$ cat config.mk
export PLATFORM = sky130hd
export DESIGN_NAME = telnet_receive_parser_unit
export DESIGN_NICKNAME = d
export VERILOG_FILES = /design/src/rtl/trp_pkg.sv /design/src/rtl/trp_front.sv /design/src/rtl/trp_cmd_fifo.sv /design/src/rtl/trp_back.sv /design/src/rtl/telnet_receive_parser_unit.sv
export SDC_FILE = /design/constraint.sdc
export NUM_CORES = 1
export LEC_CHECK = 0
export BUFFER_PORTS_ARGS = -buffer_cell sky130_fd_sc_hd__buf_2
export CAP_MARGIN = 5
export CORE_AREA = 2 2 276 278
export CTS_CLUSTER_SIZE = 16
export DETAILED_ROUTE_END_ITERATION = 8
export DIE_AREA = 0 0 278 280
export SLEW_MARGIN = 20
export SYNTH_ARGS = -nofsm -noshare
export SYNTH_HDL_FRONTEND = slang
export SYNTH_SLANG_ARGS = --single-unit
$ cat constraint.sdc
create_clock -name clock -period 5.3 [get_ports clock]
set_clock_uncertainty 0.15 [all_clocks]
set_input_delay 1.06 -clock clock [delete_from_list [all_inputs] [get_ports clock]]
set_output_delay 1.06 -clock clock [all_outputs]
set_load 0.005 [all_outputs]
$ cat src/rtl/trp_pkg.sv
// Shared types and constants of the telnet receive parser.
// Used by every module of the block; depends on nothing else.
package trp_pkg;

   // Payload store size and the widths that follow from it.
   localparam int PAYLOAD_DEPTH = 64;
   localparam int ADDR_W = (PAYLOAD_DEPTH > 1) ? $clog2(PAYLOAD_DEPTH) : 1;
   localparam int CNT_W = $clog2(PAYLOAD_DEPTH + 1);

   // Command queue between the front and the back.
   localparam int FIFO_DEPTH = 4;
   localparam int FIFO_AW = $clog2(FIFO_DEPTH);
   localparam int FIFO_CW = $clog2(FIFO_DEPTH + 1);

   // Telnet command bytes.
   localparam logic [7:0] B_IAC  = 8'd255;
   localparam logic [7:0] B_DONT = 8'd254;
   localparam logic [7:0] B_DO   = 8'd253;
   localparam logic [7:0] B_WONT = 8'd252;
   localparam logic [7:0] B_WILL = 8'd251;
   localparam logic [7:0] B_SB   = 8'd250;
   localparam logic [7:0] B_SE   = 8'd240;

   typedef enum logic [2:0] {
      EV_DATA        = 3'd0,
      EV_WILL        = 3'd1,
      EV_WONT        = 3'd2,
      EV_DO          = 3'd3,
      EV_DONT        = 3'd4,
      EV_SUBNEG_BYTE = 3'd5,
      EV_SUBNEG_NONE = 3'd6
   } event_kind_type;

   typedef enum logic [2:0] {
      PS_DATA,
      PS_IAC,
      PS_WILL,
      PS_WONT,
      PS_DO,
      PS_DONT,
      PS_SUB,
      PS_SUBIAC
   } parse_state_type;

   typedef enum logic [1:0] {
      BK_IDLE,
      BK_READ,
      BK_EMIT
   } back_state_type;

   typedef enum logic [1:0] {
      CMD_EMIT,
      CMD_STORE,
      CMD_DRAIN
   } cmd_op_type;

   // One command from the front to the back.
   typedef struct packed {
      cmd_op_type          op;
      event_kind_type      kind;
      logic [7:0]          data;
      logic [CNT_W-1:0]    count;
      logic                trunc;
   } cmd_type;

   typedef struct packed {
      logic full;
      logic empty;
   } fifo_status_type;

   // One result as held in the output register.
   typedef struct packed {
      event_kind_type kind;
      logic [7:0]     value;
      logic           last;
      logic           trunc;
   } rsp_type;

endpackage

$ cat src/rtl/trp_front.sv
// Front of the telnet receive parser: accepts bytes, tracks the IAC state
// and issues commands to the back. Depends on trp_pkg.
module trp_front (
   input  logic                 clock,
   input  logic                 reset,
   input  logic                 accept,
   input  logic [7:0]           rx_byte,
   output logic                 cmd_push,
   output trp_pkg::cmd_type     cmd_data
);

   trp_pkg::parse_state_type      state_ff, state_in;
   logic [trp_pkg::CNT_W-1:0]     count_ff, count_in;
   logic                          ovf_ff, ovf_in;
   logic                          do_store;

   // State, payload count and overflow flag.
   always_ff @(posedge clock) begin
      if (reset) begin
         state_ff <= trp_pkg::PS_DATA;
         count_ff <= '0;
         ovf_ff   <= 1'b0;
      end else begin
         state_ff <= state_in;
         count_ff <= count_in;
         ovf_ff   <= ovf_in;
      end
   end

   // Classify the accepted byte and build at most one command.
   always_comb begin
      state_in      = state_ff;
      count_in      = count_ff;
      ovf_in        = ovf_ff;
      do_store      = 1'b0;
      cmd_push      = 1'b0;
      cmd_data.op    = trp_pkg::CMD_EMIT;
      cmd_data.kind  = trp_pkg::EV_DATA;
      cmd_data.data  = rx_byte;
      cmd_data.count = count_ff;
      cmd_data.trunc = 1'b0;
      if (accept) begin
         case (state_ff)
            trp_pkg::PS_DATA: begin
               if (rx_byte == trp_pkg::B_IAC) begin
                  state_in = trp_pkg::PS_IAC;
               end else begin
                  cmd_push = 1'b1;
               end
            end
            trp_pkg::PS_IAC: begin
               state_in = trp_pkg::PS_DATA;
               case (rx_byte)
                  trp_pkg::B_IAC:  cmd_push = 1'b1;
                  trp_pkg::B_WILL: state_in = trp_pkg::PS_WILL;
                  trp_pkg::B_WONT: state_in = trp_pkg::PS_WONT;
                  trp_pkg::B_DO:   state_in = trp_pkg::PS_DO;
                  trp_pkg::B_DONT: state_in = trp_pkg::PS_DONT;
                  trp_pkg::B_SB: begin
                     count_in = '0;
                     ovf_in   = 1'b0;
                     state_in = trp_pkg::PS_SUB;
                  end
                  default: state_in = trp_pkg::PS_DATA;
               endcase
            end
            trp_pkg::PS_WILL: begin
               cmd_push      = 1'b1;
               cmd_data.kind = trp_pkg::EV_WILL;
               state_in      = trp_pkg::PS_DATA;
            end
            trp_pkg::PS_WONT: begin
               cmd_push      = 1'b1;
               cmd_data.kind = trp_pkg::EV_WONT;
               state_in      = trp_pkg::PS_DATA;
            end
            trp_pkg::PS_DO: begin
               cmd_push      = 1'b1;
               cmd_data.kind = trp_pkg::EV_DO;
               state_in      = trp_pkg::PS_DATA;
            end
            trp_pkg::PS_DONT: begin
               cmd_push      = 1'b1;
               cmd_data.kind = trp_pkg::EV_DONT;
               state_in      = trp_pkg::PS_DATA;
            end
            trp_pkg::PS_SUB: begin
               if (rx_byte == trp_pkg::B_IAC) begin
                  state_in = trp_pkg::PS_SUBIAC;
               end else begin
                  do_store = 1'b1;
               end
            end
            default: begin
               // Inside a payload after IAC: SE closes it, anything else is stored.
               if (rx_byte == trp_pkg::B_SE) begin
                  cmd_push       = 1'b1;
                  cmd_data.trunc = ovf_ff;
                  if (count_ff == '0) begin
                     cmd_data.kind = trp_pkg::EV_SUBNEG_NONE;
                     cmd_data.data = 8'd0;
                  end else begin
                     cmd_data.op = trp_pkg::CMD_DRAIN;
                  end
                  count_in = '0;
                  ovf_in   = 1'b0;
                  state_in = trp_pkg::PS_DATA;
               end else begin
                  do_store = 1'b1;
                  state_in = trp_pkg::PS_SUB;
               end
            end
         endcase

         // Store a payload byte while there is room, otherwise flag the loss.
         if (do_store) begin
            if (count_ff < trp_pkg::CNT_W'(trp_pkg::PAYLOAD_DEPTH)) begin
               cmd_push    = 1'b1;
               cmd_data.op = trp_pkg::CMD_STORE;
               count_in    = count_ff + trp_pkg::CNT_W'(1);
            end else begin
               ovf_in = 1'b1;
            end
         end
      end
   end

endmodule

$ cat src/rtl/trp_cmd_fifo.sv
// Short command queue between the front and the back of the parser.
// Depends on trp_pkg for the command type and the queue depth.
module trp_cmd_fifo (
   input  logic                     clock,
   input  logic                     reset,
   input  logic                     push,
   input  trp_pkg::cmd_type         push_data,
   input  logic                     pop,
   output trp_pkg::cmd_type         pop_data,
   output trp_pkg::fifo_status_type status
);

   trp_pkg::cmd_type                entries_ff [trp_pkg::FIFO_DEPTH];
   logic [trp_pkg::FIFO_AW-1:0]     wr_ptr_ff, wr_ptr_in;
   logic [trp_pkg::FIFO_AW-1:0]     rd_ptr_ff, rd_ptr_in;
   logic [trp_pkg::FIFO_CW-1:0]     fill_ff, fill_in;
   logic                            do_push, do_pop;

   // Status and handshake qualification.
   always_comb begin
      status.full  = (fill_ff == trp_pkg::FIFO_CW'(trp_pkg::FIFO_DEPTH));
      status.empty = (fill_ff == '0);
      do_push      = push && !status.full;
      do_pop       = pop && !status.empty;
      wr_ptr_in    = do_push ? wr_ptr_ff + trp_pkg::FIFO_AW'(1) : wr_ptr_ff;
      rd_ptr_in    = do_pop ? rd_ptr_ff + trp_pkg::FIFO_AW'(1) : rd_ptr_ff;
      fill_in      = fill_ff;
      if (do_push && !do_pop) begin
         fill_in = fill_ff + trp_pkg::FIFO_CW'(1);
      end else if (do_pop && !do_push) begin
         fill_in = fill_ff - trp_pkg::FIFO_CW'(1);
      end
      pop_data = entries_ff[rd_ptr_ff];
   end

   // Pointers and fill level.
   always_ff @(posedge clock) begin
      if (reset) begin
         wr_ptr_ff <= '0;
         rd_ptr_ff <= '0;
         fill_ff   <= '0;
      end else begin
         wr_ptr_ff <= wr_ptr_in;
         rd_ptr_ff <= rd_ptr_in;
         fill_ff   <= fill_in;
      end
   end

   // Entry storage.
   always_ff @(posedge clock) begin
      if (do_push) begin
         entries_ff[wr_ptr_ff] <= push_data;
      end
   end

endmodule

$ cat src/rtl/trp_back.sv
// Back of the parser: carries out queued commands, owns the payload store
// and the output register. Depends on trp_pkg.
module trp_back (
   input  logic                     clock,
   input  logic                     reset,
   input  trp_pkg::cmd_type         cmd_data,
   input  logic                     cmd_empty,
   output logic                     cmd_pop,
   input  logic                     rsp_pop,
   output logic                     rsp_empty,
   output trp_pkg::rsp_type         rsp_data
);

   trp_pkg::back_state_type         state_ff, state_in;
   logic [trp_pkg::CNT_W-1:0]       idx_ff, idx_in;
   logic [trp_pkg::CNT_W-1:0]       cnt_ff, cnt_in;
   logic                            trunc_ff, trunc_in;
   logic                            out_valid_ff, out_valid_in;
   trp_pkg::rsp_type                out_ff, out_in;
   logic [7:0]                      mem [trp_pkg::PAYLOAD_DEPTH];
   logic [7:0]                      mem_q_ff;
   logic                            mem_we, mem_re;
   logic                            out_free, out_load, run_last;

   // Command execution and payload drain sequencing.
   always_comb begin
      state_in  = state_ff;
      idx_in    = idx_ff;
      cnt_in    = cnt_ff;
      trunc_in  = trunc_ff;
      cmd_pop   = 1'b0;
      mem_we    = 1'b0;
      mem_re    = 1'b0;
      out_load  = 1'b0;
      out_free  = !out_valid_ff || rsp_pop;
      run_last  = (idx_ff + trp_pkg::CNT_W'(1)) == cnt_ff;
      out_in.kind  = cmd_data.kind;
      out_in.value = cmd_data.data;
      out_in.last  = 1'b1;
      out_in.trunc = cmd_data.trunc;
      case (state_ff)
         trp_pkg::BK_IDLE: begin
            if (!cmd_empty) begin
               case (cmd_data.op)
                  trp_pkg::CMD_EMIT: begin
                     if (out_free) begin
                        cmd_pop  = 1'b1;
                        out_load = 1'b1;
                     end
                  end
                  trp_pkg::CMD_STORE: begin
                     cmd_pop = 1'b1;
                     mem_we  = 1'b1;
                  end
                  trp_pkg::CMD_DRAIN: begin
                     cmd_pop  = 1'b1;
                     cnt_in   = cmd_data.count;
                     trunc_in = cmd_data.trunc;
                     idx_in   = '0;
                     state_in = trp_pkg::BK_READ;
                  end
                  default: cmd_pop = 1'b1;
               endcase
            end
         end
         trp_pkg::BK_READ: begin
            mem_re   = 1'b1;
            state_in = trp_pkg::BK_EMIT;
         end
         trp_pkg::BK_EMIT: begin
            out_in.kind  = trp_pkg::EV_SUBNEG_BYTE;
            out_in.value = mem_q_ff;
            out_in.last  = run_last;
            out_in.trunc = trunc_ff;
            if (out_free) begin
               out_load = 1'b1;
               if (run_last) begin
                  state_in = trp_pkg::BK_IDLE;
               end else begin
                  idx_in   = idx_ff + trp_pkg::CNT_W'(1);
                  state_in = trp_pkg::BK_READ;
               end
            end
         end
         default: state_in = trp_pkg::BK_IDLE;
      endcase
      out_valid_in = out_load ? 1'b1 : (rsp_pop ? 1'b0 : out_valid_ff);
      rsp_empty    = !out_valid_ff;
      rsp_data     = out_ff;
   end

   // Control registers.
   always_ff @(posedge clock) begin
      if (reset) begin
         state_ff     <= trp_pkg::BK_IDLE;
         out_valid_ff <= 1'b0;
      end else begin
         state_ff     <= state_in;
         out_valid_ff <= out_valid_in;
      end
   end

   // Drain bookkeeping and the output payload.
   always_ff @(posedge clock) begin
      idx_ff   <= idx_in;
      cnt_ff   <= cnt_in;
      trunc_ff <= trunc_in;
      if (out_load) begin
         out_ff <= out_in;
      end
   end

   // Payload store with a registered read port.
   always_ff @(posedge clock) begin
      if (mem_we) begin
         mem[cmd_data.count[trp_pkg::ADDR_W-1:0]] <= cmd_data.data;
      end
      if (mem_re) begin
         mem_q_ff <= mem[idx_ff[trp_pkg::ADDR_W-1:0]];
      end
   end

   // A command is only taken while no drain is in progress.
   a_pop_only_idle: assert property (@(posedge clock) disable iff (reset)
      cmd_pop |-> state_ff == trp_pkg::BK_IDLE)
      else $error("command taken during a payload drain");

   // The drain index stays inside the run.
   a_idx_in_run: assert property (@(posedge clock) disable iff (reset)
      (state_ff != trp_pkg::BK_IDLE) |-> idx_ff < cnt_ff)
      else $error("drain index beyond payload count");

   // A blocked payload byte waits in place.
   a_emit_holds: assert property (@(posedge clock) disable iff (reset)
      (state_ff == trp_pkg::BK_EMIT && !out_free) |=>
         (state_ff == trp_pkg::BK_EMIT && $stable(idx_ff)))
      else $error("payload byte lost while output was blocked");

   // The output register is never overwritten while a result still waits.
   a_no_overwrite: assert property (@(posedge clock) disable iff (reset)
      (out_valid_ff && !rsp_pop) |-> !out_load)
      else $error("waiting result overwritten");

endmodule

$ cat src/rtl/telnet_receive_parser_unit.sv
// Top level of the telnet receive parser: front, command queue and back.
// Depends on trp_pkg, trp_front, trp_cmd_fifo and trp_back.
//
// Takes one received telnet byte per request and delivers the decoded data
// bytes, option events and subnegotiation payloads as results. Plain data,
// option bytes and payload bytes are accepted at one per cycle while the
// four-entry command queue has room. A byte that yields a single result
// is held in a queue entry and then in the output register before it reaches
// the result ports, when nothing waits ahead of it in the queue, no drain runs
// and the output register is free. At IAC SE the stored payload of N bytes is
// read back from the payload store, one read and one output load per byte. The
// front keeps accepting bytes until the command queue fills behind the drain.
// Bytes beyond the 64-entry store are dropped and the run is marked truncated.
module telnet_receive_parser_unit (
   input  logic       clock,
   input  logic       reset,
   input  logic       req_push,
   output logic       req_full,
   input  logic [7:0] req_rx_byte,
   output logic       rsp_empty,
   input  logic       rsp_pop,
   output logic [2:0] rsp_event_kind,
   output logic [7:0] rsp_byte_value,
   output logic       rsp_last_of_run,
   output logic       rsp_truncated
);

   trp_pkg::fifo_status_type fifo_status;
   trp_pkg::cmd_type         push_cmd;
   trp_pkg::cmd_type         head_cmd;
   trp_pkg::rsp_type         rsp_data;
   logic                     push_valid;
   logic                     head_pop;
   logic                     req_accept;

   // Request handshake.
   assign req_full   = fifo_status.full;
   assign req_accept = req_push && !fifo_status.full;

   trp_front u_front (
      .clock    (clock),
      .reset    (reset),
      .accept   (req_accept),
      .rx_byte  (req_rx_byte),
      .cmd_push (push_valid),
      .cmd_data (push_cmd)
   );

   trp_cmd_fifo u_cmd_fifo (
      .clock     (clock),
      .reset     (reset),
      .push      (push_valid),
      .push_data (push_cmd),
      .pop       (head_pop),
      .pop_data  (head_cmd),
      .status    (fifo_status)
   );

   trp_back u_back (
      .clock     (clock),
      .reset     (reset),
      .cmd_data  (head_cmd),
      .cmd_empty (fifo_status.empty),
      .cmd_pop   (head_pop),
      .rsp_pop   (rsp_pop),
      .rsp_empty (rsp_empty),
      .rsp_data  (rsp_data)
   );

   // Result fields.
   assign rsp_event_kind  = 3'(rsp_data.kind);
   assign rsp_byte_value  = rsp_data.value;
   assign rsp_last_of_run = rsp_data.last;
   assign rsp_truncated   = rsp_data.trunc;

endmodule
# After elaboration in Yosys (flattened, before gate mapping)
# Memory sizes are Yosys's and may differ from the RTL's. A register that Yosys moved wholly into a read port is not among the register bits.
# Cells that the tools add are included.
# W data, S select, Z words.
classes:
  n_addsub: 6
  n_lt_le_gt_ge: 1
  eq_ne: 25
  muxes: 69
  n_bitwise: 1
  reduce_logical: 28
ops:
  columns: ["cell", "count"]
  rows:
  - ["$eq A8 B8 Y1 const B", 7]
  - ["$mux W7", 8]
  - ["$mux W1", 32]
  - ["$pmux W3 S5", 2]
  - ["$pmux W7 S2", 2]
  - ["$mux W13", 2]
  - ["$mux W2", 9]
  - ["$mux W3", 5]
  - ["$add A7 B1 Y7 const B", 2]
  - ["$eq A3 B3 Y1 const B", 4]
  - ["$pmux W3 S4", 1]
  - ["$reduce_or A6 Y1", 2]
  - ["$mux W11", 1]
  - ["$mux W10", 1]
  - ["$reduce_and A3 Y1", 3]
  - ["$mux W8", 1]
  - ["$eq A7 B7 Y1", 1]
  - ["$logic_not A7 Y1", 1]
  - ["$lt A7 B7 Y1 const B", 1]
  - ["$reduce_or A7 Y1", 1]
  - ["$eq A3 B2 Y1 const B", 2]
  - ["$logic_not A3 Y1", 2]
  - ["$ne A2 B1 Y1 const B", 3]
  - ["$ne A2 B2 Y1 const B", 3]
  - ["other kinds (18)", 34]
word_totals:
  regBits: 49
  ram_bits: 596
  in_bits: 12
  out_inout_bits: 15
  wordCells: 147
  mem_count: 2
memory_table:
  columns: ["memory", "words", "word_bits", "read_ports", "rd_clocked_by_memory_dff", "write_ports", "line_no", "source"]
  rows:
  - ["u_back.mem", 64, 8, 1, 1, 1, "trp_back.sv:20", "logic [7:0] mem [trp_pkg::PAYLOAD_DEPTH];"]
  - ["u_cmd_fifo.entries_ff", 4, 21, 1, 1, 1, "trp_cmd_fifo.sv:13", "trp_pkg::cmd_type entries_ff [trp_pkg::FIFO_DEPTH];"]

# Longest topological paths before layout
logic_depth:
  ltp_word: 11
  depth_mapped: 10
  depth_no_buf: 10

# Modules after synthesis
# A second synthesis with hierarchy kept.
hier_totals:
  cells_unflattened: 1320
  hier_area_um2: 26168.8
modules_own_cells:
  columns: ["mod", "instances", "cells_each", "area_each_um2", "seq_area_each_um2"]
  rows:
  - ["trp_back", 1, 1035, 21680.8, 16515.8]
  - ["trp_cmd_fifo", 1, 157, 3498.4, 2702.6]
  - ["trp_front", 1, 127, 975.9, 220.2]
  - ["telnet_receive_parser_unit", 1, 1, 13.8, 0.0]

# Least setup slack after synthesis
# No wires, ideal clock.
synth_timing:
  path_kind: "input -> register"
  startpoint: "in req_rx_byte[3]"
  endpoint: "reg u_cmd_fifo.fill_ff[2] (netlist name)"
  setup_time_ns: 0.070
  arrival_time_ns: 3.317
  t_required_ns: 5.080
  slack_ns: 1.762
  stages: 10
  n_path_buf: 0
  cell_sequence: "and4_4 mux2_2 a211o_1 a21oi_2 ha_1 inv_1 fa_1 xor2_1 or3_1 a21oi_1"
synth_via:
  elab_chain_cells: 10
  word_cells_on_any_way: 18
  classes_between: "eq/ne (2); mux (11); reduce/logical (5)"
synth_lines:
  columns: ["item", "line_no", "source"]
  rows:
  - ["from (decl)", "telnet_receive_parser_unit.sv:19", "input logic [7:0] req_rx_byte,"]
  - ["$eq A8 B8 Y1, on equally long branches", null, null]
  - ["$mux W1, on equally long branches", null, null]
  - ["$pmux W1 S4 or $pmux W1 S2 (tied branches)", "trp_front.sv:43", "case (state_ff)"]
  - ["$mux W1, on equally long branches", "trp_front.sv:117, trp_front.sv:42", null]
  - ["$mux W1 (*)", "trp_front.sv:116", "if (do_store) begin"]
  - ["$mux W1 (*)", "trp_front.sv:42", "if (accept) begin"]
  - ["$logic_and A1 B1 Y1 (*)", "trp_cmd_fifo.sv:23", "do_push = push && !status.full;"]
  - ["via u_cmd_fifo.do_push", "trp_cmd_fifo.sv:17", "logic do_push, do_pop;"]
  - ["$logic_not A1 Y1", "trp_cmd_fifo.sv:30", "end else if (do_pop && !do_push) begin"]
  - ["$logic_and A1 B1 Y1", "trp_cmd_fifo.sv:30", null]
  - ["$reduce_bool A2 Y1 (no source line)", null, null]
  - ["to (signal assigned)", "trp_cmd_fifo.sv:45", "fill_ff <= fill_in;"]
  - ["to (decl)", "trp_cmd_fifo.sv:16", "logic [trp_pkg::FIFO_CW-1:0] fill_ff, fill_in;"]
# Mark *: on every way through the listed nets, which the timed path passes. The rest lies on a longest branch. The select of a mux whose other input is x is not followed.
# A chain may end at the register's enable or synchronous reset.

==> out/qor.yml <==
status: "completed"
seq_area_frac_synth: 0.7453
routed_wl_um: 56480
final_nets: 1452
worstPathRequired_ns: 5.36
synth_edf_count: 632
io_pins: 27
yosys-top-cells-area: "edfxtp_1 73%, mux4_2 11%, mux2_2 2.4%"
fin_ws_ns: 1.682
cts.path.max_buffers: 3
design_area_um2: 29420
max_cap_violations: 0
synth_area_um2: 26080
synth_top_flop_cell: "edfxtp_1"
clk_latency_ns: 0.59
ctsResizeCount: 0
viasPerCell: 5.233
cp.arrival_ns: 3.68
slew-limit-headroom: 0.2925
dp.cells: 2340
num_vias: 12860
worstHoldPathCells: 2
report.final.slew_viol_count: 0
p_switching_w: 0.004181
hold_path.class: "reg2reg"
worst_pin_slew_ns: 1.060
intPower_w: 0.01040
period_share: 0.6826
place_hpwl_um: 34510
gp_congestion: 0.8460
instances_no_fill: 2458
diodes: 0
syn-num-nets: 1409
clk_pin_slew_ns: 0.06
critPathLaunchType: "register"
setup_viol_count_final: 0
syn_inst: 1388
die_w_um: 278
start_util: 0.3469
p_sw_frac: 0.2867
worstRegToRegCells: 5
syn_avg_cell_area_um2: 18.79
grt_setup_unrepaired: "false"
area_growth_pct: 12.81
h-tree-depth: 3
antenna_found_initial: 1
grt_pass1_vias: 13140
synth_seq_cells: 655
die_y_um: 280
tns_ns: 0
synth_cell_types: 63
peakVddDrop_v: 0.0003886
wire_per_inst_um: 22.98
numClockSinks: 655
cts_tree: "yes"
rows: 101
critical_path_peak_fanout: 14
pwr-share-clk: 0.318
grt_max_degree: 95
postPlaceCellArea_um2: 27250
drt_iter0_drc: 1227
cts_buffers: 67
drtAntennaViolNets: 0
crit_type: "reg2reg"
postCtsHoldBufs: 0
drtPass1Iterations: 5
grt.overflow.total: 0
fmax_ghz: 0.2764
final_layout_size_suffix_gt1_frac: 0.2284
postCtsSetupBuffers: 0
yosysTopAreaCell: "edfxtp_1"
grt_pass1_wl_um: 84620
power_frac_comb: 0.223
finalPower_w: 0.01458
synth_warnings: 0
core-area_um2: 75190
ys_async_sr_fraction: 0
seqPwrFrac: 0.459
synth_top_area_frac: 0.7277
leakagePower_nw: 9.161
io_buffers: 26
fillers: 6648
finalCriticalPeriod_ns: 3.618
dieArea_um2: 77840
clockRootBuffer: "clkbuf_16"
track_usage: 0.1459
end_kind: "register"
hold_viol: 0
p_per_area_nw_per_um2: 495.6
place_ws_ns: 1.254
drc_errors: 0
-- state kept, by name (all words and copies together) (netlist names), 2 cells and up, named ones only --
register               cells
u_back.cnt_ff              7
u_cmd_fifo.wr_ptr_ff       2
u_back.idx_ff              7
u_cmd_fifo.entries_ff     84
u_front.state_ff           3
u_back.state_ff            2
u_back.rsp_data           13
u_cmd_fifo.rd_ptr_ff       2
u_back.mem_q_ff            8
u_front.count_ff           7
u_back.mem               512
u_cmd_fifo.fill_ff         3
-- worst max-delay path, stage by stage, from the launching register on --
cell and delay (ns):
dfxtp_1 0.65, buf_4 0.39, mux4_2 0.38, and4b_1 0.33, nand2_1 0.50, nor2_1 0.82
-- area by class of cell --
class                           count  area, um2  area share
Multi-Input combinational cell    647       6243      0.2122
Clock inverter                     35      380.4     0.01293
Tap cell                          978       1224     0.04159
Inverter                           13      48.80    0.001658
Timing Repair Buffer               47      300.3     0.01021
Clock buffer                       83       1788     0.06077
Sequential cell                   655      19440      0.6607
-- cells by family after synthesis --
kind of cell	count (synthesis)	synth area share
adder cells (fa/ha/maj)	9	0.004606
flip-flops	655	0.7453
AO/OA/AOI/OAI	139	0.03646
buffers and inverters	86	0.01569
multiplexers	195	0.1375
XOR/XNOR	18	0.007628
AND/OR/NAND/NOR	286	0.05282
-- cell usage in the layout (no fill, tap or decap), types with 18 or more instances in the layout --
master and instances:
dfxtp_1 23, o22ai_1 31, clkbuf_16 68, edfxtp_1 632, nor2b_1 25, nor2_1 106, mux2_2 55, a211oi_1 21
o21ai_0 21, nor3_1 18, mux4_2 123, nand2_1 65, buf_4 20, buf_2 26
-- final timing paths --
check,startpoint,to,slack (ns)
worst min register to register,u_cmd_fifo.wr_ptr_ff[1],u_cmd_fifo.wr_ptr_ff[1],0.36
worst max-delay path,register,u_back.mem[63][2],1.68
worst max register to register,register,u_back.mem[63][2],1.68
worst min-delay path,u_cmd_fifo.wr_ptr_ff[1],u_cmd_fifo.wr_ptr_ff[1],0.36
-- power groups by stage --
stage                     sequential, W  clock (W)  combinational [W]
after global placement          0.00679          0            0.00326
final                           0.00669    0.00464            0.00325
after detailed placement        0.00680          0            0.00331
after global routing            0.00672    0.00494            0.00352
after CTS                       0.00670    0.00475            0.00332
after floorplan                 0.00671          0            0.00217
-- synth_stat cells, types with 16 or more instances --
master,number
buf_2,23
a22oi_1,16
a211oi_1,21
nor2b_1,26
edfxtp_1,632
nand2_1,65
clkbuf_1,27
a21oi_1,16
mux2_2,55
o22ai_1,31
nor2_1,107
dfxtp_1,23
mux4_2,125
o21ai_0,21
nor3_1,18
-- routing by layer --
| metal | global-route usage | wire [um] | share of wire | vias to the layer above |
|---|---|---|---|---|
| met3 | 0.03056 | 3664 | 0.065 | 81 |
| met4 | 0.04047 | 1214 | 0.021 | 2 |
| met2 | 0.2354 | 26850 | 0.48 | 422 |
| met1 | 0.2010 | 24740 | 0.44 | 6656 |
| li1 | - | - | - | 5702 |
| met5 | 0 | 12 | 0.00021 | - |
-- through the flow --
step,utilization,hold slack [ns]
2_1_floorplan,-,0.2956
3_3_place_gp,0.3624,0.3306
3_5_place_dp,0.3624,0.3488
4_1_cts,0.3913,0.3631
5_1_grt,0.3913,0.3887
6_report,0.3913,0.3607
No activity file was read; power rests on OpenSTA's default activity.
